File: src/rtl/core/sbpd_pkg.sv
`default_nettype none
// ----------------------------------------------------------------------------
// sbpd_pkg
// Types and constants shared by the servo bus packet deframer modules.
// ----------------------------------------------------------------------------
package sbpd_pkg;

	localparam logic [7:0] HDR_SYNC    = 8'hFF;
	localparam logic [7:0] HDR_LAST    = 8'hFD;
	localparam logic [7:0] FRAME_LIMIT_RST = 8'd255;
	// Added to the effective length: index of the last parameter byte.
	localparam logic [16:0] PAR_OFFSET = 17'd4;
	localparam logic [15:0] MIN_LEN    = 16'd3;

	typedef enum logic [3:0] {
		PH_H0  = 4'd0,
		PH_H1  = 4'd1,
		PH_H2  = 4'd2,
		PH_RES = 4'd3,
		PH_ID  = 4'd4,
		PH_LLO = 4'd5,
		PH_LHI = 4'd6,
		PH_INS = 4'd7,
		PH_PAR = 4'd8,
		PH_CK1 = 4'd9,
		PH_CK2 = 4'd10
	} phase_t;

	typedef enum logic [3:0] {
		ROLE_DISCARD = 4'd0,
		ROLE_HEADER  = 4'd1,
		ROLE_RES     = 4'd2,
		ROLE_ID      = 4'd3,
		ROLE_LEN_LO  = 4'd4,
		ROLE_LEN_HI  = 4'd5,
		ROLE_INSTR   = 4'd6,
		ROLE_PARAM   = 4'd7,
		ROLE_CRC_LO  = 4'd8,
		ROLE_CRC_HI  = 4'd9,
		ROLE_NONE    = 4'd10
	} role_t;

	typedef enum logic [1:0] {
		ST_RUN  = 2'd0,
		ST_DONE = 2'd1,
		ST_OVF  = 2'd2,
		ST_TMO  = 2'd3
	} status_t;

	typedef struct packed {
		logic [7:0]  data_byte;
		role_t       role;
		logic [7:0]  byte_index;
		status_t     status;
		logic [15:0] declared_length;
	} res_t;

endpackage
`default_nettype wire

File: src/rtl/core/servo_bus_packet_deframer_top.sv
`default_nettype none
// ----------------------------------------------------------------------------
// servo_bus_packet_deframer_top
// Tags received bytes with their role and frame position, ends frames.
// ----------------------------------------------------------------------------
//  channel | handshake              | payload
//  in      | in_valid / in_stall    | kind, rx_byte
//  out     | out_valid / out_stall  | data_byte, role, byte_index, status,
//          |                        | declared_length
//  cfg     | cfg_valid / cfg_ready  | cfg_data (frame_limit)
//
// One item per cycle while out_stall is low; an item is captured in the input
// register, passes once through the frame state machine and is loaded into the
// result register.
// Reset returns to header hunting with frame_limit at 255.
// out_stall, while out_valid is high, holds the result register and, once the input
// register is full, raises in_stall in the same cycle.
// ----------------------------------------------------------------------------
module servo_bus_packet_deframer_top
	import sbpd_pkg::*;
(
	input  wire logic        clk,
	input  wire logic        arst_n,
	input  wire logic        in_valid,
	output logic             in_stall,
	input  wire logic        kind,
	input  wire logic [7:0]  rx_byte,
	output logic             out_valid,
	input  wire logic        out_stall,
	output logic [7:0]       data_byte,
	output logic [3:0]       role,
	output logic [7:0]       byte_index,
	output logic [1:0]       status,
	output logic [15:0]      declared_length,
	input  wire logic        cfg_valid,
	output logic             cfg_ready,
	input  wire logic [7:0]  cfg_data
);

	logic       valid_s1, kind_s1;
	logic [7:0] byte_s1;
	logic       out_valid_q;
	res_t       res, res_q;
	logic [7:0] frame_limit_q;
	logic       out_ready, advance;

	assign out_ready = !out_valid_q || !out_stall;
	assign advance   = valid_s1 && out_ready;
	assign in_stall  = valid_s1 && !out_ready;
	assign cfg_ready = 1'b1;

	always_ff @(posedge clk or negedge arst_n) begin
		if (!arst_n) begin
			frame_limit_q <= FRAME_LIMIT_RST;
		end else if (cfg_valid && cfg_ready) begin
			frame_limit_q <= cfg_data;
		end
	end

	always_ff @(posedge clk or negedge arst_n) begin
		if (!arst_n) begin
			valid_s1 <= 1'b0;
		end else if (!in_stall) begin
			valid_s1 <= in_valid;
		end
	end

	always_ff @(posedge clk) begin
		if (in_valid && !in_stall) begin
			kind_s1 <= kind;
			byte_s1 <= rx_byte;
		end
	end

	sbpd_fsm u_fsm (
		.clk         (clk),
		.arst_n      (arst_n),
		.advance     (advance),
		.kind        (kind_s1),
		.rx_byte     (byte_s1),
		.frame_limit (frame_limit_q),
		.res         (res)
	);

	always_ff @(posedge clk or negedge arst_n) begin
		if (!arst_n) begin
			out_valid_q <= 1'b0;
		end else if (out_ready) begin
			out_valid_q <= valid_s1;
		end
	end

	always_ff @(posedge clk) begin
		if (advance) begin
			res_q <= res;
		end
	end

	assign out_valid       = out_valid_q;
	assign data_byte       = res_q.data_byte;
	assign role            = res_q.role;
	assign byte_index      = res_q.byte_index;
	assign status          = res_q.status;
	assign declared_length = res_q.declared_length;

endmodule
`default_nettype wire

File: src/rtl/core/sbpd_fsm.sv
`default_nettype none
// ----------------------------------------------------------------------------
// sbpd_fsm
// Frame state machine: tags one byte or timeout per step and updates state.
// ----------------------------------------------------------------------------
module sbpd_fsm
	import sbpd_pkg::*;
(
	input  wire logic       clk,
	input  wire logic       arst_n,
	input  wire logic       advance,
	input  wire logic       kind,
	input  wire logic [7:0] rx_byte,
	input  wire logic [7:0] frame_limit,
	output res_t            res
);

	phase_t      phase_q, phase_d, nx;
	logic [7:0]  count_q, count_d, idx;
	logic [15:0] len_q, len_d, len_new, eff;
	logic [8:0]  n;
	role_t       role;
	logic        done, ovf;

	// Decode the current byte against the current phase.
	always_comb begin
		len_new = len_q;
		role    = ROLE_DISCARD;
		idx     = 8'd0;
		nx      = PH_H0;
		done    = 1'b0;
		case (phase_q)
			PH_LLO: len_new = {8'h00, rx_byte};
			PH_LHI: len_new = {rx_byte, len_q[7:0]};
			default: len_new = len_q;
		endcase
		eff = (len_new < MIN_LEN) ? MIN_LEN : len_new;
		case (phase_q)
			PH_H1: begin
				if (rx_byte == HDR_SYNC) begin
					role = ROLE_HEADER;
					idx  = 8'd1;
					nx   = PH_H2;
				end
			end
			PH_H2: begin
				if (rx_byte == HDR_LAST) begin
					role = ROLE_HEADER;
					idx  = 8'd2;
					nx   = PH_RES;
				end else if (rx_byte == HDR_SYNC) begin
					// extra sync byte: hold position
					role = ROLE_HEADER;
					idx  = 8'd1;
					nx   = PH_H2;
				end
			end
			PH_RES: begin
				role = ROLE_RES;
				idx  = count_q;
				nx   = PH_ID;
			end
			PH_ID: begin
				role = ROLE_ID;
				idx  = count_q;
				nx   = PH_LLO;
			end
			PH_LLO: begin
				role = ROLE_LEN_LO;
				idx  = count_q;
				nx   = PH_LHI;
			end
			PH_LHI: begin
				role = ROLE_LEN_HI;
				idx  = count_q;
				nx   = PH_INS;
			end
			PH_INS: begin
				role = ROLE_INSTR;
				idx  = count_q;
				nx   = (eff == MIN_LEN) ? PH_CK1 : PH_PAR;
			end
			PH_PAR: begin
				role = ROLE_PARAM;
				idx  = count_q;
				nx   = ({9'd0, count_q} >= ({1'b0, eff} + PAR_OFFSET)) ? PH_CK1 : PH_PAR;
			end
			PH_CK1: begin
				role = ROLE_CRC_LO;
				idx  = count_q;
				nx   = PH_CK2;
			end
			PH_CK2: begin
				role = ROLE_CRC_HI;
				idx  = count_q;
				done = 1'b1;
			end
			default: begin
				// first header byte; unknown codes hunt as well
				if (rx_byte == HDR_SYNC) begin
					role = ROLE_HEADER;
					nx   = PH_H1;
				end
			end
		endcase
		n   = {1'b0, idx} + 9'd1;
		ovf = (n >= {1'b0, frame_limit});
	end

	// Next state.
	always_comb begin
		phase_d = phase_q;
		count_d = count_q;
		len_d   = len_q;
		if (advance) begin
			if (kind || ovf || done || nx == PH_H0) begin
				phase_d = PH_H0;
				count_d = 8'd0;
				len_d   = 16'd0;
			end else begin
				phase_d = nx;
				count_d = n[7:0];
				len_d   = len_new;
			end
		end
	end

	// Result.
	always_comb begin
		if (kind) begin
			res.data_byte       = 8'd0;
			res.role            = ROLE_NONE;
			res.byte_index      = count_q;
			res.status          = ST_TMO;
			res.declared_length = len_q;
		end else begin
			res.data_byte       = rx_byte;
			res.role            = role;
			res.byte_index      = idx;
			res.status          = ovf ? ST_OVF : (done ? ST_DONE : ST_RUN);
			res.declared_length = len_new;
		end
	end

	always_ff @(posedge clk or negedge arst_n) begin
		if (!arst_n) begin
			phase_q <= PH_H0;
			count_q <= 8'd0;
			len_q   <= 16'd0;
		end else begin
			phase_q <= phase_d;
			count_q <= count_d;
			len_q   <= len_d;
		end
	end

endmodule
`default_nettype wire

File: config.mk
export PLATFORM = sky130hd
export DESIGN_NAME = servo_bus_packet_deframer_top
export DESIGN_NICKNAME = d
export VERILOG_FILES = /design/src/rtl/core/sbpd_pkg.sv /design/src/rtl/core/servo_bus_packet_deframer_top.sv /design/src/rtl/core/sbpd_fsm.sv
export SDC_FILE = /design/constraint.sdc
export NUM_CORES = 1
export LEC_CHECK = 0
export ABC_CLOCK_PERIOD_IN_PS = 4800
export BUFFER_PORTS_ARGS = -buffer_cell sky130_fd_sc_hd__buf_2
export CAP_MARGIN = 40
export CORE_ASPECT_RATIO = 1.1
export CORE_MARGIN = 2
export CORE_UTILIZATION = 55
export DETAILED_ROUTE_END_ITERATION = 16
export PLACE_DENSITY = 0.88
export SYNTH_ARGS = -nofsm -noshare
export SYNTH_HDL_FRONTEND = slang
export SYNTH_SLANG_ARGS = --single-unit
File: constraint.sdc
create_clock -name clk -period 4.8 [get_ports clk]
set_clock_uncertainty 0.15 [all_clocks]
set_input_delay 1.2 -clock clk [delete_from_list [all_inputs] [get_ports clk]]
set_output_delay 1.2 -clock clk [all_outputs]
set_load 0.005 [all_outputs]
=== Word-level counts from Yosys, hierarchy flattened ===
Index checks and enable logic that the tools add are counted.

* Input port bits: 22
* Bits in latches: 0
* Word-level logic and storage cells: 66
* Memories: 0
* Output and inout bits: 41
* RAM bits: 0
* Register bits after elaboration: 85
* Memory bits (read-only): 0

* Mux-type cells: 20
* Equality and inequality tests: 13
* $mul: 0
* Bitwise logic cells: 0
* Reductions and logical operators: 14
* $add $sub $neg: 2
* Shift operators: 0
* Div/mod/pow operators: 0
* Order comparisons: 3

{| class="wikitable"
|+ Operator list
! cell !! count
|-
| 4-bit one-hot mux with 10 select lines || 1
|-
| 4-bit one-hot mux with 9 select lines || 1
|-
| 16-bit 2-to-1 mux || 2
|-
| 16-bit one-hot mux with 2 select lines || 1
|-
| 26-bit 2-to-1 mux || 1
|-
| 8-bit one-hot mux with 3 select lines || 1
|-
| 16-bit by 3-bit adder with 17-bit output (second input constant) || 1
|-
| 8-bit by 17-bit greater-or-equal comparator with 1-bit output || 1
|-
| 16-bit by 2-bit == test with 1-bit output (second input constant) || 1
|-
| 4-bit by 3-bit == test with 1-bit output (second input constant) || 4
|-
| 8-bit == test (second input constant) || 2
|-
| 16-bit by 2-bit less-than comparator with 1-bit output (second input constant) || 1
|-
| 8-bit 2-to-1 mux || 2
|-
| 4-bit == test (second input constant) || 3
|-
| 4-bit 2-to-1 mux || 3
|-
| 8-bit by 1-bit adder with 9-bit output (second input constant) || 1
|-
| 9-bit by 8-bit greater-or-equal comparator with 1-bit output || 1
|-
| 4-bit by 2-bit == test with 1-bit output (second input constant) || 2
|-
| 8-bit OR reduction || 1
|-
| 1-bit 2-to-1 mux || 6
|-
| 4-bit by 1-bit == test with 1-bit output (second input constant) || 1
|-
| 1-bit zero test || 4
|-
| 4-bit zero test || 1
|-
| 1-bit logical OR || 4
|-
| other kinds (3) || 6
|}

=== Longest topological paths before layout ===
* Depth in word-level cells: 11
* Mapped depth: 20

=== Modules after synthesis ===
Synthesis repeated with hierarchy kept, for this count alone.

* Cell total of the unflattened synthesis: 495
* Area, all modules: 4,913.5 um^2

{| class="wikitable"
|+ By module, submodules not included
! module !! times used !! seq. area each (um^2) !! area each (um^2) !! cells each
|-
| sbpd_fsm || 1 || 700.7 || 3,062.9 || 421
|-
| servo_bus_packet_deframer_top || 1 || 1,671.6 || 1,850.5 || 74
|}

=== Worst setup path before layout ===
No wires, ideal clock.

* Path kind: register to register
* Start point: register u_fsm.phase_q[3]
* End point: register u_fsm.count_q[4]
* Required time: 4,584 ps
* Path buffers: 4
* Stages on the path, launching flop included: 19
* Setup slack: 585 ps
* Data arrival time: 3,999 ps
* Cells stage by stage: dfrtp_1 > buf_2 > buf_1 > xor2_1 > o21ai_0 > ha_1 > nand3_1 > xor2_1 > nor2_1 > ha_1 > a21o_1 > a211o_1 > a41oi_1 > o21ai_2 > nor3_2 > or2_1 > buf_6 > buf_6 > a22o_1

* Cells in the longest elaborated chain, start to end: 11
* Elaborated cells between the ends (all ways): 29

{| class="wikitable"
|+ RTL lines
! item !! line !! RTL
|-
| start: declaration || sbpd_fsm.sv:18 || <nowiki>phase_t phase_q, phase_d, nx;</nowiki>
|-
| start signal: assignment || sbpd_fsm.sv:151 || <nowiki>phase_q <= phase_d;</nowiki>
|-
| 4-bit by 3-bit == test with 1-bit output || sbpd_fsm.sv:32, sbpd_fsm.sv:38 ||
|-
| 16-bit one-hot mux with 2 select lines || sbpd_fsm.sv:32 || <nowiki>case (phase_q)</nowiki>
|-
| 16-bit by 2-bit less-than comparator with 1-bit output || sbpd_fsm.sv:37 || <nowiki>eff = (len_new < MIN_LEN) ? MIN_LEN : len_new;</nowiki>
|-
| 16-bit 2-to-1 mux || sbpd_fsm.sv:37 ||
|-
| 16-bit by 3-bit adder with 17-bit output || sbpd_fsm.sv:86 || <nowiki>nx = ({9'd0, count_q} >= ({1'b0, eff} + PAR_OFFSET)) ? PH_CK1 : PH_PAR;</nowiki>
|-
| 8-bit by 17-bit greater-or-equal comparator with 1-bit output || sbpd_fsm.sv:86 ||
|-
| 1-bit 2-to-1 mux || sbpd_fsm.sv:86 ||
|-
| 4-bit one-hot mux with 10 select lines || sbpd_fsm.sv:38 || <nowiki>case (phase_q)</nowiki>
|-
| 4-bit zero test || sbpd_fsm.sv:116 || <nowiki>if (kind || ovf || done || nx == PH_H0) begin</nowiki>
|-
| 1-bit logical OR || sbpd_fsm.sv:116 ||
|-
| 8-bit 2-to-1 mux (*) || sbpd_fsm.sv:116 ||
|-
| end signal: assignment || sbpd_fsm.sv:152 || <nowiki>count_q <= count_d;</nowiki>
|-
| end: declaration || sbpd_fsm.sv:19 || <nowiki>logic [7:0] count_q, count_d, idx;</nowiki>
|}

Every way passes the cells marked *; elsewhere a longest branch is shown, timed or not.
A chain may end at the register's enable or synchronous reset.

=== Worst setup path in the final report ===
* Start point: register byte_s1[2]
* End point: register u_fsm.count_q[3]

* Cells in the longest elaborated chain, start to end: 10
* Elaborated cells between the ends (all ways): 24

{| class="wikitable"
|+ RTL lines
! item !! line !! RTL
|-
| start: declaration || servo_bus_packet_deframer_top.sv:41 || <nowiki>logic [7:0] byte_s1;</nowiki>
|-
| start signal: assignment || servo_bus_packet_deframer_top.sv:71 || <nowiki>byte_s1 <= rx_byte;</nowiki>
|-
| 16-bit one-hot mux with 2 select lines or 8-bit == test (tied branches) || n/a ||
|-
| 16-bit by 2-bit less-than comparator with 1-bit output or 1-bit 2-to-1 mux (tied branches) || n/a ||
|-
| 16-bit 2-to-1 mux or 8-bit 2-to-1 mux (tied branches) || sbpd_fsm.sv:37, sbpd_fsm.sv:47 ||
|-
| 16-bit by 3-bit adder with 17-bit output or 8-bit one-hot mux with 3 select lines (tied branches) || sbpd_fsm.sv:86, sbpd_fsm.sv:38 ||
|-
| 8-bit by 17-bit greater-or-equal comparator with 1-bit output or 8-bit by 1-bit adder with 9-bit output (tied branches) || sbpd_fsm.sv:86, sbpd_fsm.sv:106 ||
|-
| 1-bit 2-to-1 mux or 9-bit by 8-bit greater-or-equal comparator with 1-bit output (tied branches) || sbpd_fsm.sv:86, sbpd_fsm.sv:107 ||
|-
| 4-bit one-hot mux with 10 select lines or 1-bit logical OR (tied branches) || sbpd_fsm.sv:38, sbpd_fsm.sv:116 ||
|-
| 4-bit zero test or 1-bit logical OR (tied branches) || sbpd_fsm.sv:116 ||
|-
| 1-bit logical OR || sbpd_fsm.sv:116 ||
|-
| 8-bit 2-to-1 mux (*) || sbpd_fsm.sv:116 ||
|}

Marks and branches as above.

==> impl_metrics.env <==
export IMPL_yosysSeqAreaShare=0.490
export IMPL_drt_initial_drc_count=540
export IMPL_rows=35
export IMPL_path_cells="and3_1 -> nand4_1 -> nand3b_1 -> o21ai_0 -> ha_2 -> nand3_1 -> xor2_1 -> nor2_1 -> ha_1 -> a21o_1 -> a211o_1 -> a41oi_1 -> o21ai_2 -> nor4bb_4 -> or2_1 -> buf_4 -> a32o_1"
export IMPL_ioPinCount=63
export IMPL_period_needed_ns=4.58
export IMPL_syn_to_final_growth_pct=15.9
export IMPL_initial_core_util=0.573
export IMPL_die_area_sq_um=9580
export IMPL_synth_top_area_frac=0.291
export IMPL_cp_arrival_ns=4.74
export IMPL_crit_path_start_kind="flop"
export IMPL_final_hold_violation_count=0
export IMPL_synth_net_count=491
export IMPL_path_clk_slew_ns=0.09
export IMPL_first_global_vias=3897
export IMPL_grt_antenna_before_repair=0
export IMPL_synth_cell_types=74
export IMPL_slew_headroom=0.638
export IMPL_numClockSinks=85
export IMPL_yosys_warnings=0
export IMPL_synthTopCellsByArea="edfxtp_1 29%, dfrtp_1 15%, ha_1 4.9%"
export IMPL_die_w_um=93.5
export IMPL_cts_made_buffers=9
export IMPL_criticalPathCategory="flop to flop"
export IMPL_placed_cells=623
export IMPL_end_kind="flop"
export IMPL_die_height_um=102
export IMPL_cp_max_fo=14
export IMPL_worstSkewPairLatency_ns=0.37
export IMPL_ant_nets=0
export IMPL_dpl_hpwl_mm=8.37
export IMPL_status="finished, final reports clean"
export IMPL_grt_max_degree=42
export IMPL_critPathMaxStageDelay_ns=0.45
export IMPL_cts_hold_buf=0
export IMPL_critPathTopFamily="simple AND/OR/NAND/NOR gates"
export IMPL_grt_overflow_total=0
export IMPL_final_max_slew_viol_count=0
export IMPL_p_leak_nw=2.46
export IMPL_synth_area_sq_um=4850
export IMPL_coreArea_sq_um=8450
export IMPL_avgViaCountPerCell=6.14
export IMPL_slowest_stage="edfxtp_1"
export IMPL_synth_cells=450
export IMPL_clk_path_buf_depth=2
export IMPL_drv_cap=0
export IMPL_grt_setup_unrepaired="no"
export IMPL_ys_flop_type="edfxtp_1"
export IMPL_layout_cells_non_filler=641
export IMPL_stdcell_area_sq_um=5610
export IMPL_first_pass_iters=5
export IMPL_dp_slack_ns=0.263
export IMPL_yosys_area_top_type="edfxtp_1"
export IMPL_cts_tree="done"
export IMPL_clock_fmax_ghz=0.218
export IMPL_synthArstFlopShare=0.447
export IMPL_final_layout_size_suffix_gt1_frac=0.268
export IMPL_port_buffers=61
export IMPL_power_density_nw_per_um2=278
export IMPL_tightestPinTransition_ns=0.540
export IMPL_htree_levels=3
export IMPL_place_area_sq_um=5350
export IMPL_drc=0
export IMPL_ys_ff_latch=85
export IMPL_n_antenna_cell=0
export IMPL_timing_final_ws_setup_ns=0.223
export IMPL_fin_crit_sh=0.954
export IMPL_num_vias=3937
export IMPL_power_total_mw=1.56
export IMPL_wl_per_cell_um=18.5
export IMPL_fin_setup_tns_ns=0
export IMPL_peakVddDrop_uv=158
export IMPL_finalSetupViolCount=0
export IMPL_cp_required_ns=4.96
export IMPL_fin_nets=566
export IMPL_wl_mm=11.9
export IMPL_avgSynthCellArea_sq_um=10.8
export IMPL_synth_edf_count=47
export IMPL_grtUsageTotal=0.260
export IMPL_crit_buf_inv=1
export IMPL_gp_congestion=0.967
export IMPL_grt_first_pass_wirelength_mm=19.1
export IMPL_root_buffer="clkbuf_8"
export IMPL_hold_path_class="flop to flop"
==> area by class of cell <==
class	count	area (sq um)
Inverter	14	52.6
Tap cell	111	139
Clock buffer	10	128
Fill cell	641	2840
Sequential cell	85	2370
Timing Repair Buffer	85	505
Multi-Input combinational cell	330	2300
Clock inverter	6	111
==> power by group <==
group          internal, mW  total, mW  switching (mW)
Clock                 0.346      0.611           0.266
Combinational        0.0466      0.123          0.0766
Sequential            0.814      0.827          0.0127
==> cells in the final DEF (no fill, tap or decap), types with 8 or more instances in the layout <==
cell	n
buf_2	61
nand2_1	47
edfxtp_1	47
dfrtp_1	28
o21ai_0	25
buf_4	23
a22o_1	21
nor2b_1	19
mux2_2	19
nand3_1	19
ha_1	18
a21oi_1	17
inv_1	13
nor2_1	13
nand2b_1	10
xor2_1	9
and2_1	9
clkbuf_8	9
and3_1	8
a21o_1	8
dfstp_2	8
==> cell families after synthesis <==
group	share of synthesized area
mux	0.0470
fa+ha+maj	0.0491
other cells	0.000774
simple gates	0.187
xor+xnor	0.0271
flops	0.490
compound gates	0.163
buf+inv	0.0361
==> repair_timing <==
action,4_1_cts,5_1_grt
gates resized for setup,0,4
setup endpoints to repair,0,18
buffers inserted,0,2
==> Yosys cell counts, types with 10 or more instances <==
cell / n
edfxtp_1: 47
nor2_1: 13
nor2b_1: 20
nand2b_1: 10
mux2_2: 19
inv_1: 13
nand2_1: 47
dfrtp_1: 30
a21oi_1: 17
nand3_1: 19
o21ai_0: 25
a22o_1: 21
ha_1: 19
==> per-stage QoR <==
step,util,hold WS (ns)
2_1_floorplan,-,0.307
3_5_place_dp,0.633,0.343
6_report,0.664,0.360
4_1_cts,0.662,0.361
5_1_grt,0.664,0.378
3_3_place_gp,0.630,0.325
==> path summary, 6_finish.rpt <==
kind                       depth (start not counted)          endpoint  slack (ns)       start
hold reg to reg                                    1         out_valid        0.36    valid_s1
max in group asynchronous                          2  frame_limit_q[5]        3.34      arst_n
setup reg to reg                                  17  u_fsm.count_q[3]        0.22  byte_s1[2]
hold / removal                                     1         out_valid        0.36    valid_s1
setup / recovery                                  17  u_fsm.count_q[3]        0.22  byte_s1[2]
min in group asynchronous                          1  u_fsm.count_q[6]        0.62      arst_n
==> sequential cells by signal, summed over array words and instances, names as in the netlist <==
name,flops
byte_index,8
byte_s1,8
data_byte,8
declared_length,16
frame_limit_q,8
kind_s1,1
out_valid,1
role,4
status,2
u_fsm.count_q,8
u_fsm.len_q,16
u_fsm.phase_q,4
valid_s1,1
==> layer usage <==
metal	wire length, um	part of all wire	GRT usage	vias up
li1	-	-	-	1826
met1	4710	0.40	0.318	1875
met2	5940	0.50	0.434	182
met3	741	0.062	0.0494	54
met4	469	0.040	0.149	0
met5	0	0	0	-
No activity file was read; power rests on OpenSTA's default activity.
